**src/sv/obb_pkg.sv**
```systemverilog
// Shared types and constants of the 2D oriented box overlap tester.
`default_nettype none
package obb_pkg;

	localparam int COORD_WIDTH_DEF    = 24;
	localparam int AXIS_FRAC_BITS_DEF = 14;
	localparam int AXIS_COUNT         = 4;
	localparam int AXIS_IDX_W         = 2;

	typedef enum logic [AXIS_IDX_W-1:0] {
		AX_REF_U,
		AX_REF_V,
		AX_TST_U,
		AX_TST_V
	} axis_sel_t;

	typedef enum logic [1:0] {
		ST_IDLE,
		ST_ISSUE,
		ST_WAIT,
		ST_HOLD
	} ctrl_state_t;

	typedef struct packed {
		logic      load_ref;
		logic      load_tst;
		logic      issue;
		axis_sel_t axis;
		logic      last;
		logic      out_load;
	} dp_cmd_t;

	typedef struct packed {
		logic done;
	} dp_status_t;

endpackage
`default_nettype wire

```
**src/sv/obb_ctrl.sv**
```systemverilog
// Controller: accepts transactions, steps the four candidate axes and owns the result valid.
`default_nettype none
module obb_ctrl
	import obb_pkg::*;
(
	input  wire logic       clk,
	input  wire logic       arst_n,
	input  wire logic       in_valid,
	output logic            in_stall,
	input  wire logic       req_type,
	output logic            out_valid,
	input  wire logic       out_stall,
	output dp_cmd_t         cmd,
	input  wire dp_status_t status
);

	ctrl_state_t           state_q, state_d;
	logic [AXIS_IDX_W-1:0] cnt_q, cnt_d;
	logic                  out_valid_q;
	logic                  out_free;

	assign out_free = ~out_valid_q | ~out_stall;

	always_ff @(posedge clk or negedge arst_n) begin
		if (!arst_n) begin
			state_q     <= ST_IDLE;
			cnt_q       <= '0;
			out_valid_q <= 1'b0;
		end else begin
			state_q <= state_d;
			cnt_q   <= cnt_d;
			if (cmd.out_load) begin
				out_valid_q <= 1'b1;
			end else if (!out_stall) begin
				out_valid_q <= 1'b0;
			end
		end
	end

	always_comb begin
		state_d      = state_q;
		cnt_d        = cnt_q;
		in_stall     = 1'b1;
		cmd          = '0;
		cmd.axis     = axis_sel_t'(cnt_q);
		cmd.last     = cnt_q == AXIS_IDX_W'(AXIS_COUNT - 1);
		unique case (state_q)
			ST_IDLE: begin
				in_stall = 1'b0;
				if (in_valid) begin
					if (req_type) begin
						cmd.load_tst = 1'b1;
						cnt_d        = '0;
						state_d      = ST_ISSUE;
					end else begin
						cmd.load_ref = 1'b1;
					end
				end
			end
			ST_ISSUE: begin
				cmd.issue = 1'b1;
				cnt_d     = cnt_q + AXIS_IDX_W'(1);
				if (cmd.last) begin
					state_d = ST_WAIT;
				end
			end
			ST_WAIT: begin
				if (status.done) begin
					if (out_free) begin
						cmd.out_load = 1'b1;
						state_d      = ST_IDLE;
					end else begin
						state_d = ST_HOLD;
					end
				end
			end
			ST_HOLD: begin
				if (out_free) begin
					cmd.out_load = 1'b1;
					state_d      = ST_IDLE;
				end
			end
			default: state_d = ST_IDLE;
		endcase
	end

	assign out_valid = out_valid_q;

endmodule
`default_nettype wire

```
**config.mk**
```make
export PLATFORM = sky130hd
export DESIGN_NAME = obb_ctrl
export DESIGN_NICKNAME = d
export VERILOG_FILES = /design/src/sv/obb_pkg.sv /design/src/sv/obb_ctrl.sv
export SDC_FILE = /design/constraint.sdc
export NUM_CORES = 1
export LEC_CHECK = 0
export ABC_AREA = 1
export BUFFER_PORTS_ARGS = -buffer_cell sky130_fd_sc_hd__buf_2
export CAP_MARGIN = 20
export CORE_AREA = 2 2 39 41
export DETAILED_ROUTE_END_ITERATION = 8
export DIE_AREA = 0 0 41 43
export PLACE_DENSITY = 0.56
export SLEW_MARGIN = 10
export SYNTH_ARGS = -nofsm -noshare
export SYNTH_HDL_FRONTEND = slang
export SYNTH_SLANG_ARGS = --single-unit
```
**constraint.sdc**
```tcl
create_clock -name clk -period 1.5 [get_ports clk]
set_clock_uncertainty 0.1 [all_clocks]
set_input_delay 0.075 -clock clk [delete_from_list [all_inputs] [get_ports clk]]
set_output_delay 0.075 -clock clk [all_outputs]
set_load 0.02 [all_outputs]
```
==> results.py <==
metrics = {
    "run_status": {
        "status": "complete, no violations",
    },
    "cells_and_area": {
        "area_growth_pct": 43.8,
        "drive_gt1_share_pct": 49.3,
        "seq_area_um2": 128,
        "diodes": 0,
        "multi_input_area_um2": 186,
        "design_area_um2": 489,
        "final_nets": 75,
        "num-fill-cells": 158,
    },
    "detailed_routing": {
        "wire_per_inst_um": 8.40,
        "drt_wl_total_um": 697,
        "drt_first_pass_iters": 4,
        "ant_nets": 0,
        "post-route-drc-count": 0,
        "first_iter_violations": 4,
        "route.detailed.vias_per_inst": 4.27,
        "num_vias": 354,
    },
    "sta": {
        "period_minus_slack_ps": 1360,
        "finalSetupViolCount": 0,
        "slew_headroom_pct": 86.5,
        "tightest_slew_ps": 201,
        "slew_viol_final": 0,
        "final.setup.tns_ps": 0,
        "fmax_mhz": 733,
        "finalCritPeriodShare_pct": 90.9,
        "final_hold_viol_count": 0,
        "rsz0062_at_grt": "no",
    },
    "setup_path": {
        "criticalPathCategory": "reg2out",
        "cp_max_fo": 6,
        "cp.arrival_ps": 1190,
        "critPathRequiredTime_ps": 1320,
        "startpoint_type": "flip-flop",
        "crit_path_end_kind": "output port",
    },
    "power": {
        "power_density_nw_per_um2": 2340,
        "ir_worst_vdd_mv": 0.633,
        "leakagePower_nw": 0.276,
    },
    "flow_run": {
        "drv_cap": 0,
    },
    "global_route": {
        "grt_pass1_wl_um": 1000,
        "grt_max_degree": 8,
        "antenna_found_initial": 0,
        "grt_pass1_vias": 304,
        "track_usage_pct": 8.59,
        "grt_remaining_overflow": 0,
    },
    "clock_tree": {
        "cts-buffers-inserted": 3,
        "htree_levels": 1,
        "cts_tree": "yes",
        "clockRootBuffer": "clkbuf_4",
        "clock_path_buffers": 2,
        "path_clk_slew_ps": 40,
        "cts_sinks": 5,
        "insertion_delay_ps": 230,
    },
    "synthesis": {
        "syn-cell-area_um2": 340,
        "syn-mean-instance-area_um2": 7.40,
        "ys_warn_count": 0,
        "ys_ff_latch": 5,
        "synthesis.nets": 53,
        "synth.distinct_cells": 18,
        "ys_seq_area_share_pct": 36.8,
        "synthCells": 46,
    },
    "die": {
        "num_rows": 14,
        "die_width_um": 41,
        "die_h_um": 43,
        "dieArea_um2": 1760,
        "core-area_um2": 1380,
        "io_pins": 15,
        "initial_core_util_pct": 24.6,
    },
    "worst_hold_path": {
        "min_path_type": "in2reg",
    },
    "place": {
        "portBuffers": 14,
        "place_congestion": 0.658,
        "postPlaceCellArea_um2": 430,
        "dp_hpwl_um": 578,
    },
}
## layout by cell type, fill, tap and decap left out, drive strengths merged
| master | synthesis | final |
|---|---|---|
| a21oi | 4 | 4 |
| buf | 0 | 16 |
| clkbuf | 0 | 4 |
| dfrtp | 5 | 5 |
| dlygate4sd3 | 0 | 1 |
| ha | 1 | 1 |
| inv | 9 | 9 |
| nand2 | 13 | 13 |
| nand3 | 2 | 2 |
| nand3b | 1 | 1 |
| nor2 | 6 | 6 |
| nor3 | 1 | 1 |
| o211ai | 1 | 1 |
| o21ai | 2 | 2 |
| o21bai | 1 | 1 |
## layer usage
metal,track usage (%),up-vias,wire length [um]
li1,-,188,-
met1,7.21,158,273
met2,15.0,8,392
met3,1.57,0,31
met4,8.00,0,0
met5,0,-,0
## kinds of logic after synthesis
group	share of synthesized area (%)
AO/OA/AOI/OAI	16.5
adder cells (fa/ha/maj)	3.68
buffers and inverters	9.93
flip-flops	36.8
AND/OR/NAND/NOR	33.1
## final timing paths
check,to,slack (ps),startpoint,cells after the start
max in group asynchronous,state_q[0]$_DFFE_PN0P_,1080,arst_n,2
setup / recovery,cmd[5],140,state_q[0]$_DFFE_PN0P_,4
setup reg to reg,state_q[0]$_DFFE_PN0P_,250,cnt_q[0]$_DFFE_PN0P_,6
hold / removal,out_valid$_DFFE_PN0P_,40,status,5
hold reg to reg,cnt_q[1]$_DFFE_PN0P_,400,cnt_q[1]$_DFFE_PN0P_,2
min in group asynchronous,out_valid$_DFFE_PN0P_,80,arst_n,2
## report_power, final
group	switching, mW	internal [mW]
registers	0.0953	0.207
clock network	0.0495	0.100
logic	0.417	0.278
## worst max-delay path, stage by stage (launching register included)
cell and delay, ps:
dfrtp_2 450, nor2_4 140, inv_1 60, nor3_1 110
buf_2 180
## stage by stage
stage	total power, mW	hold slack (ps)	instances	utilization [%]	worst slack, ps
4_1_cts	1.10	32.2	81	33.7	34.7
5_1_grt	1.25	70.3	83	35.4	4.82
6_report	1.15	41.5	83	35.4	136
3_3_place_gp	0.930	-208	76	31.1	258
2_1_floorplan	0.764	-321	46	-	75.4
3_5_place_dp	0.938	-210	76	31.1	237
## area by class of cell
cell class | count | area share [%]
sequential | 5 | 26.1
timing repair buffer | 17 | 19.4
inverter | 9 | 6.91
tap | 16 | 4.09
clock buffer | 4 | 5.37
multi-input combinational | 32 | 38.1
## registers in the layout, summed over array words and instances, names as in the netlist
signal     cells
cnt_q          2
state_q        2
out_valid      1
## repair_timing
| action | CTS | global route |
|---|---|---|
| setup buffers | 0 | 2 |
| endpoints found under the setup margin | 0 | 2 |
| gates resized for setup | 0 | 3 |
| hold buffers | 1 | 0 |
| hold endpoints to repair | 5 | 0 |
## cell usage after synthesis
library cell	n	area share, %
a21oi_1	3	4.4
a21oi_2	1	2.6
dfrtp_1	5	37
ha_1	1	3.7
inv_1	6	6.6
inv_2	3	3.3
nand2_1	11	12
nand2_2	2	3.7
nand3_1	1	1.5
nand3_2	1	2.9
nand3b_2	1	3.3
nor2_1	4	4.4
nor2_2	2	3.7
nor3_1	1	1.5
o211ai_1	1	2.2
o21ai_1	1	1.5
o21ai_2	1	2.6
o21bai_2	1	3.3
(Power assumes the default switching activity.)
